`src/rtl/core/pstl_pkg.sv`:
```
`timescale 1ns / 1ps

package pstl_pkg;

  // configuration register indexes
  typedef logic [1:0] reg_index_t;
  localparam reg_index_t REG_TARGET_REFERENCE = 2'd0;
  localparam reg_index_t REG_SETTLE_TICKS     = 2'd1;
  localparam reg_index_t REG_STEP_LIMIT       = 2'd2;

  localparam logic [15:0] SETTLE_RESET = 16'd400;
  localparam logic [15:0] LIMIT_RESET  = 16'd1000;

  localparam logic [4:0] START_OFFSET = 5'd29;
  localparam logic [4:0] NEAR_BAND    = 5'd20;
  localparam logic [4:0] DUTY_GAIN    = 5'd17;
  localparam logic [3:0] MAX_LEVEL    = 4'd12;

  typedef struct packed {
    logic [11:0] target_reference;
    logic [15:0] settle_ticks;
    logic [15:0] step_limit;
  } trim_cfg_t;

  typedef struct packed {
    logic [15:0]        hold_count;
    logic [15:0]        step_count;
    logic [3:0]         last_level;
    logic signed [15:0] setpoint;
    logic signed [15:0] estimate;
    logic signed [15:0] display_speed;
    logic [15:0]        duty_hold;
  } trim_state_t;

  typedef struct packed {
    logic [15:0]        drive_duty;
    logic signed [15:0] shown_speed;
    logic               holding;
    logic               limit_reached;
  } trim_result_t;

  // x / 3 for x below 2**16, reciprocal multiply
  function automatic logic [15:0] div3_wide(input logic [15:0] x);
    logic [32:0] prod;
    prod = {17'd0, x} * 33'd43691;
    return prod[32:17];
  endfunction

  // x / 3 for x up to the near band
  function automatic logic [2:0] div3_near(input logic [4:0] x);
    logic [8:0] prod;
    prod = {4'd0, x} * 9'd11;
    return prod[7:5];
  endfunction

  function automatic logic [4:0] level_offset(input logic [3:0] lvl);
    logic [4:0] off;
    case (lvl)
      4'd1:    off = 5'd28;
      4'd2:    off = 5'd26;
      4'd3:    off = 5'd23;
      4'd4:    off = 5'd21;
      4'd5:    off = 5'd18;
      4'd6:    off = 5'd16;
      4'd7:    off = 5'd13;
      4'd8:    off = 5'd11;
      4'd9:    off = 5'd8;
      4'd10:   off = 5'd6;
      4'd11:   off = 5'd3;
      default: off = 5'd0;
    endcase
    return off;
  endfunction

  function automatic logic [15:0] level_duty(input logic [3:0] lvl);
    logic [15:0] duty;
    case (lvl)
      4'd0:    duty = 16'd500;
      4'd1:    duty = 16'd452;
      4'd2:    duty = 16'd403;
      4'd3:    duty = 16'd370;
      4'd4:    duty = 16'd336;
      4'd5:    duty = 16'd297;
      4'd6:    duty = 16'd264;
      4'd7:    duty = 16'd215;
      4'd8:    duty = 16'd164;
      4'd9:    duty = 16'd110;
      4'd10:   duty = 16'd64;
      4'd11:   duty = 16'd25;
      default: duty = 16'd0;
    endcase
    return duty;
  endfunction

endpackage

```
`src/rtl/core/pump_speed_trim_loop.sv`:
```
`timescale 1ns / 1ps

// speed trim loop for a pump drive. every request carries one control tick:
// a measured speed sample and a speed level (0 to 12). the block answers each
// request with exactly one result: the drive duty, the speed to display, a
// holding flag (settle hold still running after this tick) and a flag that
// says the tabled per-level duty was used because the step limit was hit.
// a level change restarts the settle hold and clears the step count; level 0
// keeps the previous setpoint. throughput is one request per clock while the
// result register has room; out_ready back-pressure stalls it. a request lands
// in an input register, the whole tick update runs in one combinational pass
// into the result register and the loop state. the critical path is the tick
// datapath (up step, down step with a reciprocal divide by three, duty scale).
// configuration writes (target reference, settle ticks, step limit) take
// effect at once and are expected only while no request is in flight.

module pump_speed_trim_loop (
  input  logic                        clk,
  input  logic                        rst,

  // configuration write port
  input  logic                        cfg_write,
  input  pstl_pkg::reg_index_t        cfg_index,
  input  logic [15:0]                 cfg_data,

  // tick requests
  input  logic                        in_valid,
  output logic                        in_ready,
  input  logic [11:0]                 measured_speed,
  input  logic [3:0]                  speed_level,

  // results
  output logic                        out_valid,
  input  logic                        out_ready,
  output logic [15:0]                 drive_duty,
  output logic signed [15:0]          shown_speed,
  output logic                        holding,
  output logic                        limit_reached
);

  pstl_pkg::trim_cfg_t    cfg;
  pstl_pkg::trim_state_t  st, st_next;
  pstl_pkg::trim_result_t res;

  logic        in_full;
  logic [11:0] meas_q;
  logic [3:0]  level_q;
  logic        out_space;
  logic        advance;

  // a held request moves on when the result register has room
  assign advance  = in_full && out_space;
  assign in_ready = !in_full || advance;

  // configuration registers
  always_ff @(posedge clk) begin
    if (rst) begin
      cfg.target_reference <= 12'd0;
      cfg.settle_ticks     <= pstl_pkg::SETTLE_RESET;
      cfg.step_limit       <= pstl_pkg::LIMIT_RESET;
    end else if (cfg_write) begin
      case (cfg_index)
        pstl_pkg::REG_TARGET_REFERENCE: cfg.target_reference <= cfg_data[11:0];
        pstl_pkg::REG_SETTLE_TICKS:     cfg.settle_ticks     <= cfg_data;
        pstl_pkg::REG_STEP_LIMIT:       cfg.step_limit       <= cfg_data;
        default: ;
      endcase
    end
  end

  // input register
  always_ff @(posedge clk) begin
    if (rst) begin
      in_full <= 1'b0;
    end else if (in_ready) begin
      in_full <= in_valid;
    end
  end

  always_ff @(posedge clk) begin
    if (in_valid && in_ready) begin
      meas_q  <= measured_speed;
      level_q <= speed_level;
    end
  end

  // loop state, updated once per request as it leaves the input register
  always_ff @(posedge clk) begin
    if (rst) begin
      st <= '0;
    end else if (advance) begin
      st <= st_next;
    end
  end

  // one tick of the trim loop
  pstl_calc u_calc (
    .cfg     (cfg),
    .st      (st),
    .meas    (meas_q),
    .level   (level_q),
    .st_next (st_next),
    .res     (res)
  );

  // result register
  pstl_out u_out (
    .clk           (clk),
    .rst           (rst),
    .load          (advance),
    .res           (res),
    .space         (out_space),
    .out_valid     (out_valid),
    .out_ready     (out_ready),
    .drive_duty    (drive_duty),
    .shown_speed   (shown_speed),
    .holding       (holding),
    .limit_reached (limit_reached)
  );

endmodule

```
`src/rtl/core/pstl_calc.sv`:
```
`timescale 1ns / 1ps

module pstl_calc (
  input  pstl_pkg::trim_cfg_t    cfg,
  input  pstl_pkg::trim_state_t  st,
  input  logic [11:0]            meas,
  input  logic [3:0]             level,
  output pstl_pkg::trim_state_t  st_next,
  output pstl_pkg::trim_result_t res
);

  logic signed [17:0] off_w, near_w;
  logic signed [17:0] ref_w, meas_w, disp_w, sp_w, init_w;
  logic signed [17:0] sp_x, est0_x, est1_x, est2_x;
  logic signed [17:0] up_dist, dn_dist, est1_w, est2_w, gap_w;
  logic signed [15:0] disp0, sp, est0, est1, est2;
  logic [15:0]        hold_dec, hold_new, step_new, sc1, sc2, third, duty_calc, tab_duty;
  logic [22:0]        duty_prod;
  logic               level_change, adjust, level_valid, up_step, dn_step, limited;

  always_comb begin
    off_w  = $signed({13'd0, pstl_pkg::START_OFFSET});
    near_w = $signed({13'd0, pstl_pkg::NEAR_BAND});
    ref_w  = $signed({6'd0, cfg.target_reference});
    meas_w = $signed({6'd0, meas});

    // hold countdown and display seed
    hold_dec = (st.hold_count != 16'd0) ? st.hold_count - 16'd1 : 16'd0;
    disp_w   = meas_w - off_w;
    disp0    = (st.display_speed == 16'sd0) ? disp_w[15:0] : st.display_speed;

    level_change = (level != st.last_level);
    hold_new     = level_change ? cfg.settle_ticks : hold_dec;
    step_new     = level_change ? 16'd0 : st.step_count;
    adjust       = (hold_new == 16'd0);

    // setpoint and estimate seed
    level_valid = (level != 4'd0) && (level <= pstl_pkg::MAX_LEVEL);
    sp_w        = ref_w - $signed({13'd0, pstl_pkg::level_offset(level)});
    sp          = level_valid ? sp_w[15:0] : st.setpoint;
    init_w      = ref_w - off_w;
    est0        = (st.estimate == 16'sd0) ? init_w[15:0] : st.estimate;
    sp_x        = {{2{sp[15]}}, sp};
    est0_x      = {{2{est0[15]}}, est0};

    // upward step
    up_step = (step_new < cfg.step_limit) && (est0 < sp);
    up_dist = sp_x - est0_x;
    if (up_dist > near_w) begin
      est1_w = est0_x + (up_dist >>> 1);
    end else if (meas_w > sp_x) begin
      est1_w = est0_x + $signed({15'd0, pstl_pkg::div3_near(up_dist[4:0])});
    end else begin
      est1_w = est0_x + ((sp_x - meas_w) >>> 1);
    end
    est1   = up_step ? est1_w[15:0] : est0;
    sc1    = step_new + {15'd0, up_step};
    est1_x = {{2{est1[15]}}, est1};

    // downward step, sees the updated estimate
    dn_step = (sc1 < cfg.step_limit) && (est1 > sp);
    dn_dist = est1_x - sp_x;
    third   = pstl_pkg::div3_wide(dn_dist[15:0]);
    if (dn_dist > near_w) begin
      est2_w = est1_x - $signed({1'b0, third, 1'b0});
    end else if (meas_w < sp_x) begin
      est2_w = est1_x - $signed({15'd0, pstl_pkg::div3_near(dn_dist[4:0])});
    end else begin
      est2_w = est1_x - ((meas_w - sp_x) >>> 1);
    end
    est2   = dn_step ? est2_w[15:0] : est1;
    sc2    = sc1 + {15'd0, dn_step};
    est2_x = {{2{est2[15]}}, est2};

    // duty from the gap to the reference, floored and saturated
    gap_w     = ref_w - est2_x;
    duty_prod = {6'd0, gap_w[16:0]} * {18'd0, pstl_pkg::DUTY_GAIN};
    if (gap_w < 18'sd0) begin
      duty_calc = 16'd0;
    end else if (duty_prod > 23'd65535) begin
      duty_calc = 16'hFFFF;
    end else begin
      duty_calc = duty_prod[15:0];
    end

    limited  = (sc2 == cfg.step_limit);
    tab_duty = pstl_pkg::level_duty((level > pstl_pkg::MAX_LEVEL) ? pstl_pkg::MAX_LEVEL : level);

    st_next            = st;
    st_next.hold_count = hold_new;
    st_next.last_level = level;
    if (adjust) begin
      st_next.setpoint      = sp;
      st_next.estimate      = est2;
      st_next.step_count    = sc2;
      st_next.display_speed = limited ? sp : est2;
      st_next.duty_hold     = limited ? tab_duty : duty_calc;
    end else begin
      st_next.step_count    = step_new;
      st_next.display_speed = disp0;
    end

    res.drive_duty    = st_next.duty_hold;
    res.shown_speed   = st_next.display_speed;
    res.holding       = (hold_new != 16'd0);
    res.limit_reached = adjust && limited;
  end

endmodule

```
`src/rtl/core/pstl_out.sv`:
```
`timescale 1ns / 1ps

module pstl_out (
  input  logic                   clk,
  input  logic                   rst,
  input  logic                   load,
  input  pstl_pkg::trim_result_t res,
  output logic                   space,
  output logic                   out_valid,
  input  logic                   out_ready,
  output logic [15:0]            drive_duty,
  output logic signed [15:0]     shown_speed,
  output logic                   holding,
  output logic                   limit_reached
);

  pstl_pkg::trim_result_t res_q;

  assign space = !out_valid || out_ready;

  always_ff @(posedge clk) begin
    if (rst) begin
      out_valid <= 1'b0;
    end else if (load) begin
      out_valid <= 1'b1;
    end else if (out_ready) begin
      out_valid <= 1'b0;
    end
  end

  always_ff @(posedge clk) begin
    if (load) begin
      res_q <= res;
    end
  end

  assign drive_duty    = res_q.drive_duty;
  assign shown_speed   = res_q.shown_speed;
  assign holding       = res_q.holding;
  assign limit_reached = res_q.limit_reached;

endmodule
```
`config.mk`:
```
export PLATFORM = sky130hd
export DESIGN_NAME = pump_speed_trim_loop
export DESIGN_NICKNAME = d
export VERILOG_FILES = /design/src/rtl/core/pstl_pkg.sv /design/src/rtl/core/pump_speed_trim_loop.sv /design/src/rtl/core/pstl_calc.sv /design/src/rtl/core/pstl_out.sv
export SDC_FILE = /design/constraint.sdc
export NUM_CORES = 1
export LEC_CHECK = 0
export ABC_AREA = 1
export BUFFER_PORTS_ARGS = -buffer_cell sky130_fd_sc_hd__buf_2
export CAP_MARGIN = 20
export CORE_MARGIN = 10
export CORE_UTILIZATION = 40
export DETAILED_ROUTE_END_ITERATION = 7
export PLACE_DENSITY = 0.59
export SLEW_MARGIN = 20
export SYNTH_ARGS = -nofsm -noshare
export SYNTH_HDL_FRONTEND = slang
export SYNTH_SLANG_ARGS = --single-unit
```
`constraint.sdc`:
```
create_clock -name clk -period 31.7 [get_ports clk]
set_input_delay 1.585 -clock clk [delete_from_list [all_inputs] [get_ports clk]]
set_output_delay 1.585 -clock clk [all_outputs]
set_load 0.02 [all_outputs]
```
======== After elaboration in Yosys (flattened, before gate mapping) ========
Memories as Yosys holds them, arrays and structs flattened. A register that Yosys moved wholly into a read port is not among the register bits.
Cells that the tools add are included.
storage, ports and cells
  register bits after elaboration ......... 196
  bits in read-only memories .............. 224
  bits of input ports ..................... 39
  output and inout bits ................... 36
  word-level logic and storage cells ...... 102
  memories ................................ 2
memory list
  name              depth  bits a word  read ports  clocked after Yosys merged registers in  write ports  RTL line        RTL
  (name not given)  16     9            1           0                                        0            pstl_pkg.sv:77  case (lvl)
  (name not given)  16     5            1           1                                        0            pstl_pkg.sv:58  case (lvl)
cells by class
  $add $sub $neg .......................... 17
  $mul .................................... 4
  $lt $le $gt $ge ......................... 12
  equality and inequality tests ........... 4
  multiplexer cells ....................... 23
  reduce and logical (&&, ||, !) cells .... 22
operators by type and width
  kind                                                                                number
  16-bit two-way mux                                                                  19
  16-bit zero test                                                                    3
  16-bit less-than comparator                                                         3
  13-bit by 16-bit subtractor with 17-bit output                                      2
  16-bit by 16-bit subtractor with 17-bit output                                      2
  16-bit by 1-bit adder with 16-bit output                                            2
  16-bit adder                                                                        2
  16-bit by 16-bit multiplier with 32-bit output (second input constant)              1
  16-bit nonzero test                                                                 2
  16-bit subtractor                                                                   2
  12-bit by 5-bit subtractor with 13-bit output (second input constant)               2
  22-bit by 16-bit greater-than comparator with 1-bit output (second input constant)  1
  17-bit by 5-bit multiplier with 22-bit output (second input constant)               1
  18-bit by 6-bit greater-than comparator with 1-bit output (second input constant)   1
  18-bit by 1-bit less-than comparator with 1-bit output (second input constant)      1
  17-bit by 6-bit greater-than comparator with 1-bit output (second input constant)   1
  16-bit by 13-bit subtractor with 17-bit output                                      1
  16-bit by 4-bit adder with 16-bit output                                            1
  16-bit equality test                                                                1
  13-bit by 16-bit greater-than comparator with 1-bit output                          1
  16-bit greater-than comparator                                                      1
  13-bit by 16-bit less-than comparator with 1-bit output                             1
  5-bit by 4-bit multiplier with 8-bit output (second input constant)                 2
  16-bit by 1-bit subtractor with 16-bit output (second input constant)               1
  16 further kinds                                                                    28

======== Logic depth before layout (Yosys ltp) ========
Gate-level depths: netlist of the first run.
  word-level depth ........................ 22
  gate-level depth with buffers ........... 119
  mapped depth without buffers ............ 117

======== Hierarchy ========
Synthesis of the first run repeated with hierarchy kept, for this count alone.
unflattened totals
  cell total of the unflattened synthesis .. 3526
  area, all modules ....................... 24407.2 um^2
modules (own cells, without submodules)
  module                times used  cells each  area each (um^2)  sequential area each (um^2)
  pstl_calc             1           2760        17598.1           0.0
  pump_speed_trim_loop  1           727         5745.5            3383.2
  pstl_out              1           39          1063.5            1041.0

======== Worst setup path before layout of the first run ========
OpenSTA, ideal clock, no wires.
  path kind ............................... register to register
  from .................................... reg level_q[2]
  to ...................................... reg u_out.res_q, in the netlist u_out.drive_duty[10], data pin
  library setup time ...................... 0.256 ns
  data arrival time ....................... 16.849 ns
  data required time ...................... 31.444 ns
  path slack .............................. 14.595 ns
  stages on the path, launching flop included .. 104
  path buffers ............................ 3
  period minus slack after synthesis ...... 17.105 ns
  cells stage by stage .................... edfxtp_1 -> buf_4 -> nor2_1 -> nand2_1 -> nand2_4 -> inv_2 -> clkbuf_1 -> or2_2 -> o21ai_0 -> inv_1 -> ha_1 -> a21oi_1 -> nand2_1 -> xor2_1 -> inv_1 -> ha_1 -> inv_1 -> fa_1 -> [... 68 more ...] -> ha_1 -> a21oi_1 -> o21ai_0 -> a21oi_1 -> nor3_1 -> nor2_1 -> inv_1 -> a21oi_1 -> o21ai_0 -> nor2_1 -> nand2_1 -> nand3b_1 -> nand2_1 -> nand2_2 -> nor2_4 -> buf_6 -> nand3_2 -> a22o_1
RTL lines
  element                 RTL line                    RTL
  from (decl)             pump_speed_trim_loop.sv:47  logic [3:0] level_q;
  from (signal assigned)  pump_speed_trim_loop.sv:83  level_q <= speed_level;
  to (signal assigned)    pstl_out.sv:33              res_q <= res;
  to (decl)               pstl_out.sv:17              pstl_pkg::trim_result_t res_q;

==> run summary, run 1 <==
Post-synth EDFFs: 50
Placement Setup Slack: 11970 ps
Slew Viols, Final: 0
pin count of the biggest net entering global routing: 89
crit path launch type: flop
Synth Warn #: 0
met3 wire len: 3.476 mm
Num CTS Buffers: 23
Synth cell types: 67
initial antenna violation count: 1
Worst Skew: 26.06 ps
cell mode on critical path: nand2_1
worst slew pin tran: 1008 ps
number of global-route vias before repair: 19923
r2r startpoint: cfg[32]
first-pass GRT wire length: 109.2 mm
dominant synthesized flop cell: dfxtp_1
required time of the critical path: 31990 ps
Final min period: 20040 ps
Post-CTS Setup Bufs: 0
Critical Path Fanout Max: 16
Synth async-reset ratio: 0
Seq/Total Area, Yosys: 0.1953
area of the multi-input gates: 15960 sq um
chip height: 260.7 um
WL/cell: 17.10 um
wire length on met2: 31.00 mm
Hold WC Path Type: flop to flop
Syn Nets: 3673
Hold Buf Count CTS: 0
HPWL Detailed: 56.26 mm
grt ovf: 0
clock slew at the register clock pins of the worst setup and hold paths: 60 ps
clk buf depth: 3
outcome: completed
fillcell total: 6033
finished layout cell area: 25120 sq um
Final Cycle Share: 0.6321
share of layout cells above drive strength 1: 0.07481
DR top layer: met4
RePlAce Congestion: 0.9496
Hold WS: 465.0 ps
Synth Cell Area: 23170 sq um
clk root buf: clkbuf_16
Detail Route Antenna Nets: 0
vias per cell: 5.126
die area: 67940 sq um
RSZ-0062 raised after global routing: no
Max stage delay cell, worst path: o21ai_0
relative max-transition margin: 0.3209
MaxCap Viol Count: 0
setup tns final: 0 ps
CTS sink cnt: 201
NumNets Final: 3718
final WL: 69.10 mm
Worst Setup End Kind: flop
final setup fails: 0
Setup crit start: cfg[32]
row count: 88
WL met1: 33.18 mm
final worst setup slack: 11660 ps
Mean Syn Cell Area: 7.206 sq um
Antenna Cells: 0
fmax: 49.90 MHz
cells after synthesis: 3215
worst skew pair latency: 550 ps
DR iter-0 viols: 1466
IO buf count: 74
dpl cell area: 24350 sq um
CTS resizes: 0
WS Path Type: flop to flop
FF/Latch Area: 4524 sq um
commonest non-fill, non-tap cell in the layout: inv_1
Hold Vio Cnt, Final: 0
Via Count: 20711
# H-tree levels: 1
CP peak stage delay: 800 ps
Ports: 75
FF+latch count, synth: 201
synth-to-layout area growth: 8.436%
Arr. time, crit path: 20320 ps
commonest cells after routing, fill and taps aside: inv_1 (608), nand2_1 (497), ha_1 (325)
CTS tree: built
Die Span X: 260.7 um
Initial Utilization: 0.4031
core area: 57480 sq um
Total GRT Usage: 0.2012
hold path startpoint: st[81]
DRC: 0
First-pass DRT Iterations: 7
-- metal layers --
layer  track usage  vias to the layer above
li1              -                    10648
met1        0.2816                     9526
met2        0.3251                      460
met3       0.02550                       77
met4       0.04311                        0
met5             0                        -
-- worst max-delay path: cells and delay by family, from the launching register on --
family | cells | cell delay, ps
AOI/OAI and AO/OA | 31 | 6620
adders and majority gates | 16 | 6040
and+or+nand+nor | 36 | 4320
buffers and inverters | 13 | 1730
xor gates and xnor gates | 4 | 690
DFF | 1 | 330
-- registers in the layout (all words and copies together) (netlist names), named ones only --
register	count
u_out.shown_speed	16
u_out.out_valid	1
u_out.drive_duty	16
u_out.holding	1
in_full	1
cfg	44
meas_q	12
level_q	4
st	100
u_out.limit_reached	1
-- path summary, 6_finish.rpt --
path,end,slack (ps),depth (start not counted)
max reg2reg,u_out.drive_duty[13],11660,100
min,st[81],460,2
max,u_out.drive_duty[13],11660,100
min reg2reg,st[81],460,2
-- cell families (layout without fill, tap and decap cells) --
logic type | Yosys count | in the layout | share of synthesized area
flip-flops | 201 | 201 | 0.1953
multiplexers | 3 | 3 | 0.001404
AND/OR/NAND/NOR | 1049 | 1049 | 0.2043
buffers and inverters | 703 | 763 | 0.1160
adder cells (fa/ha/maj) | 419 | 419 | 0.2568
XOR/XNOR | 165 | 165 | 0.06238
AO/OA/AOI/OAI | 675 | 675 | 0.1640
-- cells in the mapped netlist, types with 4 or more instances --
library cell	n	area (sq um)
inv_1	610	2290
nand2_1	498	1869
ha_1	325	4066
a21oi_1	284	1421
o21ai_0	232	1161
nor2_1	214	803.3
nand3_1	157	785.8
dfxtp_1	151	3023
xor2_1	128	1121
fa_1	94	1882
clkbuf_1	65	244.0
edfxtp_1	50	1501
xnor2_1	37	324.1
nand4_1	34	212.7
nor3_1	30	150.1
o211ai_1	26	195.2
nand2_2	21	131.4
or2_2	20	125.1
o21bai_1	18	135.1
nand3_2	17	170.2
o22ai_1	17	106.4
nor4_1	14	87.58
a31oi_1	12	75.07
inv_2	12	45.04
o221ai_1	12	105.1
a21o_1	11	82.58
nor2_2	8	50.05
o21ai_1	8	40.04
o32ai_1	8	70.07
a22o_1	7	61.31
a22oi_1	7	52.55
buf_2	7	35.03
nor2_4	7	78.83
nand3b_1	6	45.04
a211oi_1	5	37.54
a221oi_1	5	43.79
and2_1	4	25.02
buf_6	4	45.04
nand2_4	4	45.04
o21a_1	4	30.03
-- cell type report --
cell class / instances / area share
multi-input cells: 2311 / 0.6354
flip-flops and latches: 201 / 0.1801
inverters: 623 / 0.09309
well taps: 765 / 0.03810
clock buffers: 30 / 0.02600
repair buffers: 100 / 0.02251
clock inverters: 10 / 0.004831
-- metrics by stage --
step	std cells	util
finish	4040	0.4371
global placement	4000	0.4236
global route	4040	0.4371
detailed placement	4000	0.4236
CTS	4040	0.4371
floorplan	3215	-
Power of run 1 is left out: the tool's default activity adds up to more than one toggle a clock period on the data nets, which glitch-free logic cannot reach.
==> run 2, diff against run 1 <==
- PLACE_DENSITY: 0.59 -> 0.61
- clock period: 31.7 -> 18.4 ns (I/O delays scaled with it)
==> run summary, run 2 (same netlist as run 1, synthesis figures left out) <==
DRC: 0 (unchanged)
HPWL Detailed: 57.36 mm (+2.0%)
Biggest register: st
MaxCap Viol Count: 0 (unchanged)
Placement Setup Slack: -111.9 ps (-12080 ps)
crit path launch type: flop
synth-to-layout area growth: 13.44%
core area: 57480 sq um (unchanged)
Final min period: 17440 ps (-2600 ps)
relative max-transition margin: 0.4069 (+0.08593)
clk buf depth: 3 (unchanged)
NumNets Final: 3805 (+2.3%)
Ports: 75 (unchanged)
final worst setup slack: 960.9 ps (-10700 ps)
row count: 88 (unchanged)
share of layout cells above drive strength 1: 0.1251 (+0.05030)
clk root buf: clkbuf_16
First-pass DRT Iterations: 5 (-2)
Num CTS Buffers: 24 (+4.3%)
biggest regs: st x100, cfg x44
max reg flops: 100 (unchanged)
Detail Route Antenna Nets: 0 (unchanged)
number of global-route vias before repair: 20297 (+1.9%)
fmax: 57.34 MHz (+15%)
# H-tree levels: 1 (unchanged)
Arr. time, crit path: 17730 ps (-2590 ps)
CTS sink cnt: 201 (unchanged)
met3 wire len: 4.377 mm (+26%)
worst slew pin tran: 889.7 ps (-118.2 ps)
cell mode on critical path: nand2_1
Hold Vio Cnt, Final: 0 (unchanged)
clock slew at the register clock pins of the worst setup and hold paths: 60 ps (about the same)
vias per cell: 5.186 (+1.2%)
Worst Skew: 20.08 ps (-5.975 ps)
register-to-register setup slack: 960 ps (-10700 ps)
initial antenna violation count: 1 (unchanged)
pin count of the biggest net entering global routing: 89 (unchanged)
worst skew pair latency: 550 ps (about the same)
WS Path Type: flop to flop
Critical Path Fanout Max: 16 (unchanged)
Die Span X: 260.7 um (unchanged)
Worst Setup End Kind: flop
die area: 67940 sq um (unchanged)
CP peak stage delay: 540 ps (-260 ps)
Via Count: 21419 (+3.4%)
DR iter-0 viols: 1575 (+7.4%)
outcome: completed
chip height: 260.7 um (unchanged)
Max stage delay cell, worst path: fa_1
wire length on met2: 30.83 mm (-0.54%)
first-pass GRT wire length: 110.3 mm (+1.0%)
Hold WC Path Type: flop to flop
WL met1: 33.18 mm (about the same)
DR top layer: met4
Final Cycle Share: 0.9478 (+0.3156)
grt ovf: 0 (unchanged)
Antenna Cells: 0 (unchanged)
CTS tree: built
final setup fails: 0 (unchanged)
Initial Utilization: 0.4031 (unchanged)
Total GRT Usage: 0.2021 (+0.0009782)
Slew Viols, Final: 0 (unchanged)
final core occ: 0.4572 (+0.02016)
commonest non-fill, non-tap cell in the layout: inv_1
final WL: 70.32 mm (+1.8%)
required time of the critical path: 18690 ps (-13300 ps)
Hold WS: 463.9 ps (-1.091 ps)
RePlAce Congestion: 0.9770 (+2.9%)
IO buf count: 74 (unchanged)
WL/cell: 17.03 um (-0.45%)
commonest cells after routing, fill and taps aside: inv_1 (600), nand2_1 (488), ha_1 (310)
Hold Buf Count CTS: 0 (unchanged)
[run 2: cell type report]
| type | instances | area (sq um) |
|---|---|---|
| fill | 5928 | 31190 |
| multi-input combinational | 2311 | 16420 |
| sequential | 201 | 4526 |
| inverter | 623 | 2341 |
| timing repair buffer | 186 | 1236 |
| tap | 765 | 957.2 |
| clock buffer | 31 | 646.9 |
| clock inverter | 13 | 153.9 |
[run 2: worst max-delay path: cells and delay by family, from the launching register on]
| family | cells | cell delay (ps) |
|---|---|---|
| compound gates | 33 | 4940 |
| buf+inv | 17 | 1500 |
| xor+xnor | 6 | 860 |
| fa+ha+maj | 17 | 6260 |
| flops | 1 | 460 |
| simple gates | 31 | 3100 |
[run 2: final timing paths]
path / from / end / cells after the start
worst max-delay path: level_q[3] / u_out.drive_duty[13] / 104
worst min-delay path: st[75] / st[75] / 2
worst max register to register: level_q[3] / u_out.drive_duty[13] / 104
worst min register to register: st[75] / st[75] / 2
[run 2: timing repair]
action / CTS / global route
pin swaps: 0 / 33
resized for setup: 2 / 120
setup endpoints to repair: 32 / 32
setup buffers: 0 / 21
[run 2: layer usage]
layer	up-vias	GRT usage
met5	-	0
met4	0	0.05425
met3	90	0.03400
met2	509	0.3173
met1	9993	0.2815
li1	10827	-
[run 2: per-stage QoR]
step / TNS (ps) / cells / instance area (sq um)
2_1_floorplan: 0 / 3215 / 23170
3_5_place_dp: -2138 / 4065 / 24860
3_3_place_gp: 0 / 4065 / 24860
5_1_grt: -3433 / 4130 / 26280
4_1_cts: 0 / 4109 / 25660
6_report: 0 / 4130 / 26280
Power of run 2 is left out for the same reason.
==> run 3, diff against run 2 <==
- SYNTH_HIERARCHICAL: default -> 1
==> run summary, run 3 <==
worst slew pin tran: 1085 ps (+194.9 ps)
die area: 71300 sq um (+4.9%)
Post-synth top cells: nand2_1 (617), inv_1 (574), nor2_1 (452)
core area: 60360 sq um (+5.0%)
commonest non-fill, non-tap cell in the layout: nand2_1
Arr. time, crit path: 17960 ps (+230 ps)
Slew Viols, Final: 0 (unchanged)
CP peak stage delay: 510 ps (-30 ps)
IO buf count: 74 (unchanged)
initial antenna violation count: 1 (unchanged)
Num CTS Buffers: 17 (-29%)
Placement Setup Slack: -406.9 ps (-295.0 ps)
WL/cell: 17.47 um (+2.6%)
chip height: 267.0 um (+2.4%)
Initial Utilization: 0.4044 (+0.001291)
Synth Cell Area: 24410 sq um (+5.4%)
Seq/Total Area, Yosys: 0.1813 (-0.01402)
clk buf depth: 2 (-1)
CTS sink cnt: 196 (-2.5%)
synth-to-layout area growth: 12.87%
Synth async-reset ratio: 0 (unchanged)
Hold Buf Count CTS: 0 (unchanged)
Worst R2R End: st[13]
Ports: 75 (unchanged)
cell mode on critical path: a21oi_2
Area contributors post-synth: ha_1 (17%), dfxtp_1 (12%), nand2_1 (9.5%), inv_1 (8.8%), fa_1 (7.5%)
RePlAce Congestion: 0.9848 (+0.80%)
setup tns final: 0 ps (unchanged)
Hold WC Path Type: flop to flop
row count: 90 (+2.3%)
commonest cells after routing, fill and taps aside: nand2_1 (595), inv_1 (555), nor2_1 (442)
WS Path Type: flop to flop
cells after synthesis: 3526 (+9.7%)
register-to-register setup slack: 800 ps (-170 ps)
Post-synth EDFFs: 50 (unchanged)
DRC: 0 (unchanged)
vias per cell: 5.183 (about the same)
Final Cycle Share: 0.9568 (+0.008986)
Total GRT Usage: 0.2102 (+0.008063)
clk root buf: clkbuf_16
share of layout cells above drive strength 1: 0.1517 (+0.02660)
Critical Path Fanout Max: 8 (-8)
Mean Syn Cell Area: 6.922 sq um (-3.9%)
Detail Route Antenna Nets: 0 (unchanged)
Via Count: 22944 (+7.1%)
Setup crit start: level_q[0]
FF+latch count, synth: 196 (-2.5%)
worst skew pair latency: 460 ps (-90 ps)
NumNets Final: 4088 (+7.4%)
number of global-route vias before repair: 21112 (+4.0%)
Worst Skew: 14.76 ps (-5.322 ps)
required time of the critical path: 18750 ps (+60 ps)
Synth Warn #: 6 (+6)
Biggest register: st
biggest regs: st x100, cfg x44
relative max-transition margin: 0.2770 (-0.1299)
fmax: 56.80 MHz (-0.94%)
grt ovf: 0 (unchanged)
HPWL Detailed: 61.29 mm (+6.9%)
max reg flops: 100 (unchanged)
CTS tree: built
crit path launch type: flop
CP endpoint: st[13]
first-pass GRT wire length: 118.3 mm (+7.2%)
Final min period: 17600 ps (+165.3 ps)
DR iter-0 viols: 1877 (+19%)
clock slew at the register clock pins of the worst setup and hold paths: 80 ps (+20 ps)
Antenna Cells: 0 (unchanged)
Hold Vio Cnt, Final: 0 (unchanged)
outcome: completed
final setup fails: 0 (unchanged)
final worst setup slack: 795.5 ps (-165.3 ps)
dominant synthesized flop cell: dfxtp_1
FF-to-FF path depth: 113 (+8.7%)
# H-tree levels: 4 (+3)
Worst Setup End Kind: flop
most frequent cell after synthesis: nand2_1
First-pass DRT Iterations: 6 (+1)
Yosys top cell area share: 0.1671 (-0.008404)
Die Span X: 267.0 um (+2.4%)
cell taking the most area after synthesis: ha_1
fillcell total: 6174 (+4.1%)
final WL: 77.33 mm (+10%)
pin count of the biggest net entering global routing: 88 (-1.1%)
Syn Nets: 3982 (+8.4%)
MaxCap Viol Count: 0 (unchanged)
r2r startpoint: level_q[0]
Synth cell types: 67 (unchanged)
Max stage delay cell, worst path: fa_1
[run 3: cell types whose count changed in the layout (fill, tap and decap cells not counted), sizes merged, moves of 14 or more]
cell / delta
nor2: +239
nand2: +137
a21oi: -116
o21ai: +41
buf: +31
inv: -20
o211ai: -18
o22ai: -14
[run 3: cell type report]
type / instances / area (sq um) / area share
clock buffers: 19 / 442.9 / 0.01608
clock inverters: 13 / 140.1 / 0.005087
inverters: 599 / 2255 / 0.08184
multi-input cells: 2600 / 17790 / 0.6458
flip-flops and latches: 196 / 4424 / 0.1606
well taps: 782 / 978.4 / 0.03552
repair buffers: 218 / 1518 / 0.05509
[run 3: worst min-delay path by stage]
| stage | start | endpoint | slack (ps) | cells after the start |
|---|---|---|---|---|
| 2_1_floorplan | cfg[8] | cfg[8] | 430 | 2 |
| 3_3_place_gp | cfg[8] | cfg[8] | 450 | 2 |
| 3_5_place_dp | cfg[9] | cfg[9] | 450 | 2 |
| 4_1_cts | cfg[9] | cfg[9] | 470 | 2 |
| 5_1_grt | cfg[20] | cfg[20] | 500 | 2 |
| 6_report | cfg[9] | cfg[9] | 460 | 2 |
[run 3: through the flow]
stage / hold slack (ps) / utilization / instances / cell area, sq um
finish: 463.2 / 0.4564 / 4427 / 27550
global placement: 446.0 / 0.4290 / 4361 / 25890
detailed placement: 449.3 / 0.4290 / 4361 / 25890
CTS: 468.4 / 0.4399 / 4395 / 26550
floorplan: 428.9 / - / 3526 / 24410
global route: 501.0 / 0.4564 / 4427 / 27550
[run 3: repair_timing]
action	4_1_cts	5_1_grt
pin swaps	4	123
endpoints found under the hold margin	0	0
resized for setup	19	203
setup endpoints to repair	32	32
setup buffers	2	31
gates cloned	0	1
[run 3: cell families after synthesis]
group	synth area share
buffers and inverters	0.1227
AOI/OAI and AO/OA	0.1320
adders and majority gates	0.2418
xor gates and xnor gates	0.05721
DFF	0.1813
muxes	0.0008203
and+or+nand+nor	0.2643
[run 3: critical path, delay by kind of cell (launching register included)]
kind,cells,cell delay (ps)
XOR/XNOR,4,720
buffers and inverters,20,1530
AO/OA/AOI/OAI,39,5000
AND/OR/NAND/NOR,29,2750
adder cells (fa/ha/maj),21,7010
flip-flops,1,420
[run 3: per-layer routing]
metal / track usage / wire length [um]
met3: 0.03055 / 4957
met1: 0.3064 / 37550
met5: 0 / 13
met4: 0.04622 / 1720
met2: 0.3208 / 33090
Power of run 3 is left out for the same reason.
